File: src/hw/rtl/ride_motion_impact_classifier_assert.svh
// ----------------------------------------------------------------------------
// Assertion macros for the ride motion impact classifier
// Concurrent assertion helpers clocked on the rising edge, disabled in reset.
// ----------------------------------------------------------------------------
`ifndef RIDE_MOTION_IMPACT_CLASSIFIER_ASSERT_SVH
`define RIDE_MOTION_IMPACT_CLASSIFIER_ASSERT_SVH

// Same-cycle implication: when ante holds, cons must hold too.
`define RMIC_ASSERT_IMP(lbl, clk, rst, ante, cons, msg) \
  lbl: assert property (@(posedge clk) disable iff (rst) (ante) |-> (cons)) \
    else $error(msg);

// Next-cycle implication: when ante holds, cons must hold in the next cycle.
`define RMIC_ASSERT_NXT(lbl, clk, rst, ante, cons, msg) \
  lbl: assert property (@(posedge clk) disable iff (rst) (ante) |=> (cons)) \
    else $error(msg);

`endif

File: src/hw/rtl/rmic_pkg.sv
// ----------------------------------------------------------------------------
// rmic_pkg
// Codes, widths and register reset values of the ride motion impact classifier.
// ----------------------------------------------------------------------------
`timescale 1ns / 1ps

package rmic_pkg;

  localparam int AddrW = 5;

  // Command opcodes.
  localparam logic [2:0] OP_SAMPLE = 3'd0;
  localparam logic [2:0] OP_SECOND = 3'd1;
  localparam logic [2:0] OP_START  = 3'd2;
  localparam logic [2:0] OP_PAUSE  = 3'd3;
  localparam logic [2:0] OP_RESUME = 3'd4;
  localparam logic [2:0] OP_ACK    = 3'd5;
  localparam logic [2:0] OP_FINISH = 3'd6;

  // Motion and alert codes.
  localparam logic [1:0] MOTION_UNKNOWN = 2'd0;
  localparam logic [1:0] MOTION_STILL   = 2'd1;
  localparam logic [1:0] MOTION_MOVING  = 2'd2;
  localparam logic [1:0] ALERT_NONE     = 2'd0;
  localparam logic [1:0] ALERT_IMPACT   = 2'd1;
  localparam logic [1:0] ALERT_STILL    = 2'd2;
  localparam logic [1:0] ALERT_REST     = 2'd3;

  // Register indexes (byte address bits [4:2]).
  localparam logic [2:0] REG_MOVE_ACCEL   = 3'd0;
  localparam logic [2:0] REG_MOVE_GYRO    = 3'd1;
  localparam logic [2:0] REG_IMPACT_ACCEL = 3'd2;
  localparam logic [2:0] REG_MOVE_ENTER   = 3'd3;
  localparam logic [2:0] REG_STILL_ENTER  = 3'd4;
  localparam logic [2:0] REG_SETTLE       = 3'd5;
  localparam logic [2:0] REG_STILL_ALERT  = 3'd6;
  localparam logic [2:0] REG_REST_ALERT   = 3'd7;

  // Register reset values.
  localparam logic [17:0] RST_MOVE_ACCEL   = 18'd45;
  localparam logic [16:0] RST_MOVE_GYRO    = 17'd5000;
  localparam logic [17:0] RST_IMPACT_ACCEL = 18'd650;
  localparam logic [3:0]  RST_MOVE_ENTER   = 4'd2;
  localparam logic [3:0]  RST_STILL_ENTER  = 4'd4;
  localparam logic [7:0]  RST_SETTLE       = 8'd3;
  localparam logic [31:0] RST_STILL_ALERT  = 32'd15;
  localparam logic [31:0] RST_REST_ALERT   = 32'd2700;

  localparam logic [7:0] SETTLE_MAX = 8'd255;

endpackage

File: src/hw/rtl/ride_motion_impact_classifier.sv
// ----------------------------------------------------------------------------
// ride_motion_impact_classifier
// Ride tracker that classifies IMU samples as still or moving and raises
// impact, still and rest alerts on second ticks.
// ----------------------------------------------------------------------------
// The block takes one command item per clock cycle and returns one result
// item for each, in the cycle after the command is accepted. All work for a
// command (axis differences, absolute sums, threshold compares, score and
// counter updates) is combinational and lands directly in the ride
// state registers, which also drive the result ports. A new command is taken
// whenever no result is waiting or the waiting result is taken in the same
// cycle, so the sustained rate is one item per cycle as long as the result
// side does not stall. Configuration registers sit on a 32-bit APB-style port
// at byte addresses 4*i and should be written only while the block is idle.
// ----------------------------------------------------------------------------
`timescale 1ns / 1ps

module ride_motion_impact_classifier #(
  parameter int WARMUP_LEN = 8
) (
  input  logic                      clk,
  input  logic                      rst,
  // Command channel
  input  logic                      cmd_valid,
  output logic                      cmd_stall,
  input  logic [2:0]                opcode,
  input  logic signed [15:0]        accel_x,
  input  logic signed [15:0]        accel_y,
  input  logic signed [15:0]        accel_z,
  input  logic signed [15:0]        gyro_x,
  input  logic signed [15:0]        gyro_y,
  input  logic signed [15:0]        gyro_z,
  // Result channel
  output logic                      res_valid,
  input  logic                      res_stall,
  output logic [1:0]                motion_state,
  output logic [1:0]                alert_code,
  output logic                      ride_active,
  output logic                      ride_paused,
  output logic [31:0]               elapsed_seconds,
  output logic [31:0]               moving_seconds,
  output logic [31:0]               still_seconds,
  output logic [15:0]               impact_total,
  output logic [15:0]               pause_total,
  output logic [15:0]               rest_total,
  // Configuration port
  input  logic                      psel,
  input  logic                      penable,
  input  logic                      pwrite,
  input  logic [rmic_pkg::AddrW-1:0] paddr,
  input  logic [31:0]               pwdata,
  output logic [31:0]               prdata,
  output logic                      pready
);

  import rmic_pkg::*;

`include "ride_motion_impact_classifier_assert.svh"

  localparam int WarmW = $clog2(WARMUP_LEN + 1);
  localparam logic [WarmW-1:0] WarmDone = WarmW'(WARMUP_LEN);

  // Configuration registers
  logic [17:0] move_accel_delta;
  logic [16:0] move_gyro_sum;
  logic [17:0] impact_accel_delta;
  logic [3:0]  moving_enter_count;
  logic [3:0]  still_enter_count;
  logic [7:0]  impact_settle_seconds;
  logic [31:0] still_alert_limit;
  logic [31:0] rest_alert_limit;

  // Ride state
  logic signed [15:0] prev_accel_x, prev_accel_y, prev_accel_z;
  logic [WarmW-1:0]   warmup_count;
  logic [3:0]         move_run, calm_run;
  logic [7:0]         settle_seconds;
  logic               impact_armed, rest_done, still_done;
  logic               active_flag, paused_flag;
  logic [1:0]         motion_reg, alert_reg;
  logic [31:0]        elapsed_count, moving_count, still_count;
  logic [15:0]        impact_count_reg, pause_count_reg, rest_count_reg;

  logic signed [15:0] prev_accel_x_next, prev_accel_y_next, prev_accel_z_next;
  logic [WarmW-1:0]   warmup_count_next;
  logic [3:0]         move_run_next, calm_run_next;
  logic [7:0]         settle_seconds_next;
  logic               impact_armed_next, rest_done_next, still_done_next;
  logic               active_flag_next, paused_flag_next;
  logic [1:0]         motion_reg_next, alert_reg_next;
  logic [31:0]        elapsed_count_next, moving_count_next, still_count_next;
  logic [15:0]        impact_count_reg_next, pause_count_reg_next, rest_count_reg_next;

  logic cmd_accept;
  logic cfg_write;

  // Sample arithmetic
  logic signed [16:0] dx, dy, dz;
  logic [16:0]        adx, ady, adz;
  logic [15:0]        agx, agy, agz;
  logic [17:0]        dacc;
  logic [16:0]        gsum;
  logic               is_impact, is_moving;

  assign cmd_stall  = res_valid & res_stall;
  assign cmd_accept = cmd_valid & ~cmd_stall;

  assign dx = 17'(accel_x) - 17'(prev_accel_x);
  assign dy = 17'(accel_y) - 17'(prev_accel_y);
  assign dz = 17'(accel_z) - 17'(prev_accel_z);
  assign adx = dx[16] ? 17'(-dx) : 17'(dx);
  assign ady = dy[16] ? 17'(-dy) : 17'(dy);
  assign adz = dz[16] ? 17'(-dz) : 17'(dz);
  // The most negative rate maps to 0x8000, read here as unsigned 32768.
  assign agx = gyro_x[15] ? 16'(~gyro_x + 16'sd1) : 16'(gyro_x);
  assign agy = gyro_y[15] ? 16'(~gyro_y + 16'sd1) : 16'(gyro_y);
  assign agz = gyro_z[15] ? 16'(~gyro_z + 16'sd1) : 16'(gyro_z);
  assign dacc = 18'(adx) + 18'(ady) + 18'(adz);
  assign gsum = 17'(agx) + 17'(agy) + 17'(agz);
  assign is_impact = dacc >= impact_accel_delta;
  assign is_moving = (dacc >= move_accel_delta) || (gsum >= move_gyro_sum);

  always_comb begin
    prev_accel_x_next     = prev_accel_x;
    prev_accel_y_next     = prev_accel_y;
    prev_accel_z_next     = prev_accel_z;
    warmup_count_next     = warmup_count;
    move_run_next         = move_run;
    calm_run_next         = calm_run;
    settle_seconds_next   = settle_seconds;
    impact_armed_next     = impact_armed;
    rest_done_next        = rest_done;
    still_done_next       = still_done;
    active_flag_next      = active_flag;
    paused_flag_next      = paused_flag;
    motion_reg_next       = motion_reg;
    alert_reg_next        = alert_reg;
    elapsed_count_next    = elapsed_count;
    moving_count_next     = moving_count;
    still_count_next      = still_count;
    impact_count_reg_next = impact_count_reg;
    pause_count_reg_next  = pause_count_reg;
    rest_count_reg_next   = rest_count_reg;

    unique case (opcode)
      OP_SAMPLE: begin
        if (active_flag && !paused_flag) begin
          prev_accel_x_next = accel_x;
          prev_accel_y_next = accel_y;
          prev_accel_z_next = accel_z;
          if (warmup_count < WarmDone) begin
            warmup_count_next = warmup_count + 1'b1;
            if (warmup_count_next == WarmDone) begin
              motion_reg_next = MOTION_STILL;
            end
          end else begin
            if (is_impact && !impact_armed) begin
              impact_armed_next     = 1'b1;
              settle_seconds_next   = '0;
              impact_count_reg_next = impact_count_reg + 16'd1;
            end
            if (is_moving) begin
              if (move_run < moving_enter_count) begin
                move_run_next = move_run + 4'd1;
              end
              calm_run_next = '0;
              if (move_run_next >= moving_enter_count) begin
                motion_reg_next = MOTION_MOVING;
                still_done_next = 1'b0;
              end
            end else begin
              if (calm_run < still_enter_count) begin
                calm_run_next = calm_run + 4'd1;
              end
              move_run_next = '0;
              if (calm_run_next >= still_enter_count) begin
                motion_reg_next = MOTION_STILL;
              end
            end
          end
        end
      end
      OP_SECOND: begin
        if (active_flag && !paused_flag) begin
          elapsed_count_next = elapsed_count + 32'd1;
          if (motion_reg == MOTION_MOVING) begin
            moving_count_next   = moving_count + 32'd1;
            settle_seconds_next = '0;
          end else if (motion_reg == MOTION_STILL) begin
            still_count_next = still_count + 32'd1;
            if (impact_armed && settle_seconds < SETTLE_MAX) begin
              settle_seconds_next = settle_seconds + 8'd1;
            end
          end
          // At most one alert per tick, impact first.
          priority if (impact_armed && settle_seconds_next >= impact_settle_seconds) begin
            alert_reg_next    = ALERT_IMPACT;
            impact_armed_next = 1'b0;
          end else if (!still_done && motion_reg == MOTION_STILL &&
                       still_count_next >= still_alert_limit) begin
            alert_reg_next  = ALERT_STILL;
            still_done_next = 1'b1;
          end else if (!rest_done && moving_count_next >= rest_alert_limit) begin
            alert_reg_next      = ALERT_REST;
            rest_done_next      = 1'b1;
            rest_count_reg_next = rest_count_reg + 16'd1;
          end else begin
            alert_reg_next = alert_reg;
          end
        end
      end
      OP_START: begin
        prev_accel_x_next     = '0;
        prev_accel_y_next     = '0;
        prev_accel_z_next     = '0;
        warmup_count_next     = '0;
        move_run_next         = '0;
        calm_run_next         = '0;
        settle_seconds_next   = '0;
        impact_armed_next     = 1'b0;
        rest_done_next        = 1'b0;
        still_done_next       = 1'b0;
        paused_flag_next      = 1'b0;
        motion_reg_next       = MOTION_UNKNOWN;
        alert_reg_next        = ALERT_NONE;
        elapsed_count_next    = '0;
        moving_count_next     = '0;
        still_count_next      = '0;
        impact_count_reg_next = '0;
        pause_count_reg_next  = '0;
        rest_count_reg_next   = '0;
        active_flag_next      = 1'b1;
      end
      OP_PAUSE: begin
        if (active_flag && !paused_flag) begin
          paused_flag_next     = 1'b1;
          pause_count_reg_next = pause_count_reg + 16'd1;
        end
      end
      OP_RESUME: begin
        if (active_flag && paused_flag) begin
          paused_flag_next = 1'b0;
        end
      end
      OP_ACK: begin
        alert_reg_next = ALERT_NONE;
      end
      OP_FINISH: begin
        active_flag_next = 1'b0;
      end
      default: begin
      end
    endcase
  end

  always_ff @(posedge clk) begin
    if (rst) begin
      prev_accel_x     <= '0;
      prev_accel_y     <= '0;
      prev_accel_z     <= '0;
      warmup_count     <= '0;
      move_run         <= '0;
      calm_run         <= '0;
      settle_seconds   <= '0;
      impact_armed     <= 1'b0;
      rest_done        <= 1'b0;
      still_done       <= 1'b0;
      active_flag      <= 1'b0;
      paused_flag      <= 1'b0;
      motion_reg       <= MOTION_UNKNOWN;
      alert_reg        <= ALERT_NONE;
      elapsed_count    <= '0;
      moving_count     <= '0;
      still_count      <= '0;
      impact_count_reg <= '0;
      pause_count_reg  <= '0;
      rest_count_reg   <= '0;
    end else if (cmd_accept) begin
      prev_accel_x     <= prev_accel_x_next;
      prev_accel_y     <= prev_accel_y_next;
      prev_accel_z     <= prev_accel_z_next;
      warmup_count     <= warmup_count_next;
      move_run         <= move_run_next;
      calm_run         <= calm_run_next;
      settle_seconds   <= settle_seconds_next;
      impact_armed     <= impact_armed_next;
      rest_done        <= rest_done_next;
      still_done       <= still_done_next;
      active_flag      <= active_flag_next;
      paused_flag      <= paused_flag_next;
      motion_reg       <= motion_reg_next;
      alert_reg        <= alert_reg_next;
      elapsed_count    <= elapsed_count_next;
      moving_count     <= moving_count_next;
      still_count      <= still_count_next;
      impact_count_reg <= impact_count_reg_next;
      pause_count_reg  <= pause_count_reg_next;
      rest_count_reg   <= rest_count_reg_next;
    end
  end

  // The state registers hold the result of the last item; they only change
  // when a new item is accepted, which needs the waiting result to be gone.
  always_ff @(posedge clk) begin
    if (rst) begin
      res_valid <= 1'b0;
    end else if (cmd_accept) begin
      res_valid <= 1'b1;
    end else if (!res_stall) begin
      res_valid <= 1'b0;
    end
  end

  assign motion_state    = motion_reg;
  assign alert_code      = alert_reg;
  assign ride_active     = active_flag;
  assign ride_paused     = paused_flag;
  assign elapsed_seconds = elapsed_count;
  assign moving_seconds  = moving_count;
  assign still_seconds   = still_count;
  assign impact_total    = impact_count_reg;
  assign pause_total     = pause_count_reg;
  assign rest_total      = rest_count_reg;

  // Configuration port
  assign pready    = 1'b1;
  assign cfg_write = psel & penable & pwrite;

  always_ff @(posedge clk) begin
    if (rst) begin
      move_accel_delta      <= RST_MOVE_ACCEL;
      move_gyro_sum         <= RST_MOVE_GYRO;
      impact_accel_delta    <= RST_IMPACT_ACCEL;
      moving_enter_count    <= RST_MOVE_ENTER;
      still_enter_count     <= RST_STILL_ENTER;
      impact_settle_seconds <= RST_SETTLE;
      still_alert_limit     <= RST_STILL_ALERT;
      rest_alert_limit      <= RST_REST_ALERT;
    end else if (cfg_write) begin
      unique case (paddr[4:2])
        REG_MOVE_ACCEL:   move_accel_delta      <= pwdata[17:0];
        REG_MOVE_GYRO:    move_gyro_sum         <= pwdata[16:0];
        REG_IMPACT_ACCEL: impact_accel_delta    <= pwdata[17:0];
        REG_MOVE_ENTER:   moving_enter_count    <= pwdata[3:0];
        REG_STILL_ENTER:  still_enter_count     <= pwdata[3:0];
        REG_SETTLE:       impact_settle_seconds <= pwdata[7:0];
        REG_STILL_ALERT:  still_alert_limit     <= pwdata;
        REG_REST_ALERT:   rest_alert_limit      <= pwdata;
        default: begin
        end
      endcase
    end
  end

  always_comb begin
    unique case (paddr[4:2])
      REG_MOVE_ACCEL:   prdata = 32'(move_accel_delta);
      REG_MOVE_GYRO:    prdata = 32'(move_gyro_sum);
      REG_IMPACT_ACCEL: prdata = 32'(impact_accel_delta);
      REG_MOVE_ENTER:   prdata = 32'(moving_enter_count);
      REG_STILL_ENTER:  prdata = 32'(still_enter_count);
      REG_SETTLE:       prdata = 32'(impact_settle_seconds);
      REG_STILL_ALERT:  prdata = still_alert_limit;
      REG_REST_ALERT:   prdata = rest_alert_limit;
      default:          prdata = '0;
    endcase
  end

  // Assertions
  `RMIC_ASSERT_NXT(a_start_clears, clk, rst, cmd_accept && opcode == OP_START,
    res_valid && active_flag && elapsed_count == 32'd0 && alert_reg == ALERT_NONE,
    "start item did not open a clean ride")
  `RMIC_ASSERT_IMP(a_warmup_bound, clk, rst, 1'b1, warmup_count <= WarmDone,
    "warm-up count ran past its limit")
  `RMIC_ASSERT_IMP(a_warmup_unknown, clk, rst, warmup_count < WarmDone,
    motion_reg == MOTION_UNKNOWN, "motion classified before warm-up finished")
  `RMIC_ASSERT_IMP(a_rest_flag, clk, rst, alert_reg == ALERT_REST, rest_done,
    "rest alert shown without its done flag")

endmodule

File: config.mk
export PLATFORM = sky130hd
export DESIGN_NAME = ride_motion_impact_classifier
export DESIGN_NICKNAME = d
export VERILOG_FILES = /design/src/hw/rtl/rmic_pkg.sv /design/src/hw/rtl/ride_motion_impact_classifier.sv
export VERILOG_INCLUDE_DIRS = /design/src /design/src/hw/rtl
export SDC_FILE = /design/constraint.sdc
export NUM_CORES = 1
export LEC_CHECK = 0
export BUFFER_PORTS_ARGS = -buffer_cell sky130_fd_sc_hd__buf_2
export CAP_MARGIN = 25
export CORE_MARGIN = 2
export CORE_UTILIZATION = 54
export CTS_CLUSTER_DIAMETER = 100
export DETAILED_ROUTE_END_ITERATION = 12
export HOLD_SLACK_MARGIN = 0.1
export PLACE_DENSITY = 0.74
export SLEW_MARGIN = 20
export SYNTH_ARGS = -nofsm -noshare
export SYNTH_HDL_FRONTEND = slang
export SYNTH_SLANG_ARGS = --single-unit
File: constraint.sdc
create_clock -name clk -period 15.89 [get_ports clk]
set_input_delay 0 -clock clk [delete_from_list [all_inputs] [get_ports clk]]
set_output_delay 0 -clock clk [all_outputs]
set_load 0.01 [all_outputs]
## After elaboration in Yosys (flattened, before gate mapping)

Cells that the tools add are included.

| word-level totals | value |
|---|---|
| flip-flop bits (word level) | 355 |
| latch bits | 0 |
| bits in writable memories | 0 |
| ROM bits | 0 |
| input port bits | 143 |
| output and inout bits | 185 |
| logic and storage cells | 257 |
| memories kept | 0 |

| cells by class | value |
|---|---|
| $add $sub $neg | 23 |
| multiply operators | 0 |
| divide/modulo/power cells | 0 |
| magnitude comparators | 12 |
| equality and inequality tests | 35 |
| shifts and indexed selects | 0 |
| mux-type cells | 105 |
| bitwise gates (word level) | 8 |
| reductions and logical operators | 45 |

Operators with widths:

| kind | count |
|---|---|
| 32-bit 2-to-1 mux | 10 |
| 32-bit case mux with 8 select lines | 1 |
| 16-bit 2-to-1 mux | 14 |
| 16-bit case mux with 2 select lines | 6 |
| 32-bit case mux with 2 select lines | 3 |
| 32-bit by 1-bit adder with 32-bit output (second input constant) | 3 |
| 4-bit 2-to-1 mux | 18 |
| 8-bit 2-to-1 mux | 9 |
| 32-bit greater-or-equal comparator | 2 |
| 17-bit 2-to-1 mux | 3 |
| 17-bit negator | 3 |
| 16-bit by 16-bit subtractor with 17-bit output | 3 |
| 16-bit by 1-bit adder with 16-bit output (second input constant) | 3 |
| 16-bit by 2-bit adder with 16-bit output (second input constant) | 3 |
| 16-bit NOT | 3 |
| 18-bit greater-or-equal comparator | 2 |
| 2-bit inequality test (second input constant) | 14 |
| 4-bit case mux with 2 select lines | 3 |
| 8-bit case mux with 3 select lines | 1 |
| 3-bit equality test (second input constant) | 7 |
| 1-bit 2-to-1 mux | 20 |
| 2-bit 2-to-1 mux | 10 |
| 17-bit by 17-bit adder with 18-bit output | 1 |
| 18-bit by 17-bit adder with 18-bit output | 1 |
| other kinds (37) | 85 |

## Longest topological paths before layout

| depth | value |
|---|---|
| word-level depth | 17 |
| gate-level depth with buffers | 40 |
| mapped depth without buffers | 37 |

## Least setup slack after synthesis

OpenSTA, ideal clock, no wires.

| timing | value |
|---|---|
| path kind | register -> register |
| start | reg prev_accel_x[0] |
| end | reg impact_count_reg[4] (netlist: impact_total[4]) |
| setup time | 0.128 ns |
| arrival time | 7.399 ns |
| required time | 15.762 ns |
| setup slack | 8.363 ns |
| cell stages (with the launch flop) | 39 |
| path buffers | 3 |
| clock period less this slack | 7.527 ns |
| cells stage by stage | dfxtp_1 -> ha_1 -> fa_1 -> nand2b_1 -> a21oi_1 -> o21ai_0 -> a31oi_1 -> and2_1 -> o21ai_1 -> a21oi_1 -> a2bb2oi_1 -> buf_2 -> mux2i_1 -> fa_1 -> inv_1 -> ha_1 -> fa_1 -> a21o_1 -> [3 not listed] -> o21bai_1 -> a31oi_1 -> nor2b_1 -> o21ai_0 -> xor2_1 -> ha_1 -> nand4_1 -> or3_1 -> nor3_1 -> a211oi_1 -> o31ai_1 -> a21o_1 -> buf_2 -> and2_1 -> clkbuf_1 -> nand4_1 -> xor2_1 -> nor2_1 |

| between the ends | value |
|---|---|
| longest elaborated chain between the ends | 9 |

RTL lines:

| item | line | RTL |
|---|---|---|
| start, declared | ride_motion_impact_classifier.sv:74 | `logic signed [15:0] prev_accel_x, prev_accel_y, prev_accel_z;` |
| start signal, assigned | ride_motion_impact_classifier.sv:279 | `prev_accel_x <= prev_accel_x_next;` |
| 16-bit by 16-bit subtractor with 17-bit output (*) | ride_motion_impact_classifier.sv:108 | `assign dx = 17'(accel_x) - 17'(prev_accel_x);` |
| 17-bit negator | ride_motion_impact_classifier.sv:111 | `assign adx = dx[16] ? 17'(-dx) : 17'(dx);` |
| 17-bit 2-to-1 mux (*) | ride_motion_impact_classifier.sv:111 |  |
| 17-bit by 17-bit adder with 18-bit output (*) | ride_motion_impact_classifier.sv:118 | `assign dacc = 18'(adx) + 18'(ady) + 18'(adz);` |
| 18-bit by 17-bit adder with 18-bit output (*) | ride_motion_impact_classifier.sv:118 |  |
| 18-bit greater-or-equal comparator (*) | ride_motion_impact_classifier.sv:120 | `assign is_impact = dacc >= impact_accel_delta;` |
| 1-bit logical AND (*) | ride_motion_impact_classifier.sv:157 | `if (is_impact && !impact_armed) begin` |
| 2-bit inequality test (no source line) (*) | n/a |  |
| 5-bit AND reduction (no source line) (*) | n/a |  |
| end signal, assigned | ride_motion_impact_classifier.sv:296 | `impact_count_reg <= impact_count_reg_next;` |
| end, declared | ride_motion_impact_classifier.sv:82 | `logic [15:0] impact_count_reg, pause_count_reg, rest_count_reg;` |

Every way passes the cells marked *; elsewhere a longest branch is shown, timed or not.
A chain may end at the register's enable or synchronous reset.

## Worst setup path after layout

| timing | value |
|---|---|
| start | reg prev_accel_y[0] |
| end | reg impact_count_reg[5] (netlist: impact_total[5]) |

| between the ends | value |
|---|---|
| longest elaborated chain between the ends | 9 |

RTL lines:

| item | line | RTL |
|---|---|---|
| start, declared | ride_motion_impact_classifier.sv:74 |  |
| start signal, assigned | ride_motion_impact_classifier.sv:280 | `prev_accel_y <= prev_accel_y_next;` |
| 16-bit by 16-bit subtractor with 17-bit output (*) | ride_motion_impact_classifier.sv:109 | `assign dy = 17'(accel_y) - 17'(prev_accel_y);` |
| 17-bit negator | ride_motion_impact_classifier.sv:112 | `assign ady = dy[16] ? 17'(-dy) : 17'(dy);` |
| 17-bit 2-to-1 mux (*) | ride_motion_impact_classifier.sv:112 |  |
| 17-bit by 17-bit adder with 18-bit output (*) | ride_motion_impact_classifier.sv:118 |  |
| 18-bit by 17-bit adder with 18-bit output (*) | ride_motion_impact_classifier.sv:118 |  |
| 18-bit greater-or-equal comparator (*) | ride_motion_impact_classifier.sv:120 |  |
| 1-bit logical AND (*) | ride_motion_impact_classifier.sv:157 |  |
| 2-bit inequality test (no source line) (*) | n/a |  |
| 5-bit AND reduction (no source line) (*) | n/a |  |

Marks and branches as above.

==> qor.csv <==
metric,value,unit
run status,"complete, no violations",
Clk pwr share,0.298,
Initial DRC Count,1775,
dpl cell area,27400,um2
Switch Pwr,1.12,mW
HP Class,primary input to flip-flop,
slew margin rel.,0.281,
Lkg Pwr,12.6,nW
Routability Congestion,0.899,
CP endpoint kind,flip-flop,
CP max-delay cell,a21o_1,
hold_sp,pwdata[25],
Reg-to-Reg End,impact_total[5],
routed wl met3,4090,um
fin crit share,0.547,
total of max-cap violations,0,
CTS Root Cell,clkbuf_16,
Most used DFF post-synth,dfxtp_1,
CTS clock-pin slew for the worst setup and hold paths,0.06,ns
Die Span Y,221,um
pin count of the biggest net entering global routing,86,
clk sink count,355,
Rows,79,
Syn Nets,3720,
max-slew violation total from the final report,0,
Worst Hold Path EP,still_alert_limit[25],
Worst-Margin Slew,1.08,ns
critical setup path kind,flip-flop to flip-flop,
grt ovf,0,
share of post-route cells with drive strength above 1,0.120,
highest routed layer,met4,
Buffers on Ports,324,
CTS tree,yes,
#FFs+latches synth,355,
"Core Util, Final",0.639,
Antenna Nets Post-Route,0,
"Hold-fix buffers, CTS",97,
"Setup violations, final",0,
critical path launch point type,flip-flop,
DR vias/cell,5.64,
met1 wire length,31500,um
CTS Buffer Depth,3,
num ports,328,
first drt pass iteration count,5,
largest stage delay on the critical path,0.57,ns
Die X,221,um
cell area after synthesis,25400,um2
metal2 WL,34300,um
top cell type by total area after synthesis,dfxtp_1,
post-synth top area share,0.280,
initial antenna violation count,5,
"Clk Latency, worst-skew pair",0.57,ns
Pwr per Cell Area,104,nW/um2
All-Layer GR Usage,0.286,
VDD IR max,0.0880,mV
Final Hold Vio Count,0,
via count,24200,
Hold Path Depth,4,
"critical path fanouts, max",20,
skew final,0.0154,ns
syn_area_per_cell,7.68,um2
most frequent cell after synthesis,nand2_1,
Post-Route WL,72300,um
first-pass GRT wire length,116000,um
Internal,1.97,mW
Worst Reg2Reg Path Length in Cells,34,
vias in the first global route,22200,
full die area,48800,um2
arrival time at the worst endpoint,9.19,ns
Initial Util,0.547,
H-tree Lvls,2,
sw frac,0.363,
nets,4055,
HPWL Detailed,53100,um
post_cts resized,0,
Reg power frac,0.291,
routed len/inst,16.9,um
Final Instance Area,29700,um2
CTS Buf Count,40,
Comb power frac,0.411,
cell mode on critical path,a21oi_1,
Post-synth EDFFs,0,
r2r setup slk,7.20,ns
fmax,0.115,GHz
Final TNS setup,0,ns
Unique masters post-synth,82,
Area Growth Syn to Fin,16.9,%
top post-synthesis cells by count,"nand2_1 (441), dfxtp_1 (355), nor2_1 (292), a21oi_1 (281), inv_1 (270)",
register area share after synthesis,0.280,
Ys Warns,0,
worst r2r src,prev_accel_y[0],
Worst Path Required,16.38,ns
largest cells by area after synthesis,"dfxtp_1 (28%), ha_1 (12%), nand2_1 (6.5%)",
post-layout min period,8.69,ns
Post-CTS Setup Inserts,0,
core footprint,46500,um2
Mapped Cells,3305,
# DRC,0,
Post-synth ARST share,0,
setup repair after global routing missed its margin,no,
critical path, delay by kind of cell, from the launching register on:
kind                       cells  cell delay (ns)
AOI/OAI and AO/OA             17             3.79
and+or+nand+nor                9             2.27
adders and majority gates      5             1.75
xor gates and xnor gates       2             0.36
DFF                            1             0.33
buffers and inverters          1             0.08
sequential cells by signal, indices dropped and copies added, names as in the netlist, 4 cells and up:
signal                 count
moving_enter_count         4
move_gyro_sum             17
elapsed_seconds           32
move_run                   4
moving_seconds            32
impact_settle_seconds      8
prev_accel_z              16
rest_alert_limit          32
still_seconds             32
impact_accel_delta        18
settle_seconds             8
move_accel_delta          18
prev_accel_x              16
calm_run                   4
still_alert_limit         32
still_enter_count          4
pause_total               16
warmup_count               4
rest_total                16
impact_total              16
prev_accel_y              16
per-stage QoR:
step           total power [mW]  hold slack (ns)  instances  worst slack (ns)
6_report                   3.10            0.235       4284              7.20
3_5_place_dp               2.16            0.241       4106              7.29
2_1_floorplan              1.85            0.118       3305              8.36
5_1_grt                    3.32            0.239       4284              6.48
3_3_place_gp               2.14            0.222       4106              7.41
4_1_cts                    3.11            0.199       4277              7.24
per-layer routing:
metal | track usage | vias to the layer above
met2 | 0.482 | 727
met1 | 0.372 | 11300
met3 | 0.0413 | 129
met4 | 0.103 | 0
li1 | - | 12000
met5 | 0 | -
power by group through the flow:
stage | sequential [mW] | clock, mW | combinational (mW)
after detailed placement | 0.922 | 0 | 1.24
after CTS | 0.902 | 0.938 | 1.26
final | 0.902 | 0.922 | 1.27
after global placement | 0.922 | 0 | 1.21
after global routing | 0.903 | 0.970 | 1.45
after floorplan | 0.920 | 0 | 0.934
area by class of cell:
| class | count | area [um2] |
|---|---|---|
| Timing Repair Buffer | 440 | 2770 |
| Sequential cell | 355 | 7110 |
| Inverter | 270 | 1010 |
| Tap cell | 607 | 759 |
| Multi-Input combinational cell | 2533 | 16700 |
| Antenna cell | 5 | 12.5 |
| Clock buffer | 64 | 1210 |
| Clock inverter | 10 | 91.3 |
| Fill cell | 4193 | 16800 |
worst max-delay path by stage:
stage | slack [ns] | from | cells past startpoint | to
after global routing | 6.48 | prev_accel_z[0] | 35 | impact_total[5]
after floorplan | 8.36 | prev_accel_x[0] | 38 | impact_total[4]
after CTS | 7.24 | prev_accel_y[0] | 34 | impact_total[7]
after detailed placement | 7.29 | prev_accel_y[0] | 35 | impact_total[15]
final | 7.20 | prev_accel_y[0] | 34 | impact_total[5]
after global placement | 7.41 | prev_accel_z[0] | 36 | impact_total[15]
cell families (layout without fill, tap and decap cells):
group / count (synthesis) / after routing / share of synthesized area
muxes: 54 / 54 / 0.0225
other: 1 / 6 / 0.000148
xor gates and xnor gates: 262 / 262 / 0.0904
AOI/OAI and AO/OA: 756 / 756 / 0.183
and+or+nand+nor: 1188 / 1188 / 0.217
DFF: 355 / 355 / 0.280
buffers and inverters: 417 / 784 / 0.0624
adders and majority gates: 272 / 272 / 0.145
cells in the final DEF, fill, tap and decap left out, types with 61 or more instances in the layout:
master,netlist,routed
nand2_1,441,439
dlygate4sd3_1,0,97
xnor2_1,170,170
nor2_1,292,292
a21o_1,61,61
ha_1,234,234
buf_2,9,323
dfxtp_1,355,355
inv_1,270,270
a21oi_1,281,281
nand3_1,122,122
xor2_1,92,92
o21ai_0,159,159
(Power assumes the default switching activity.)
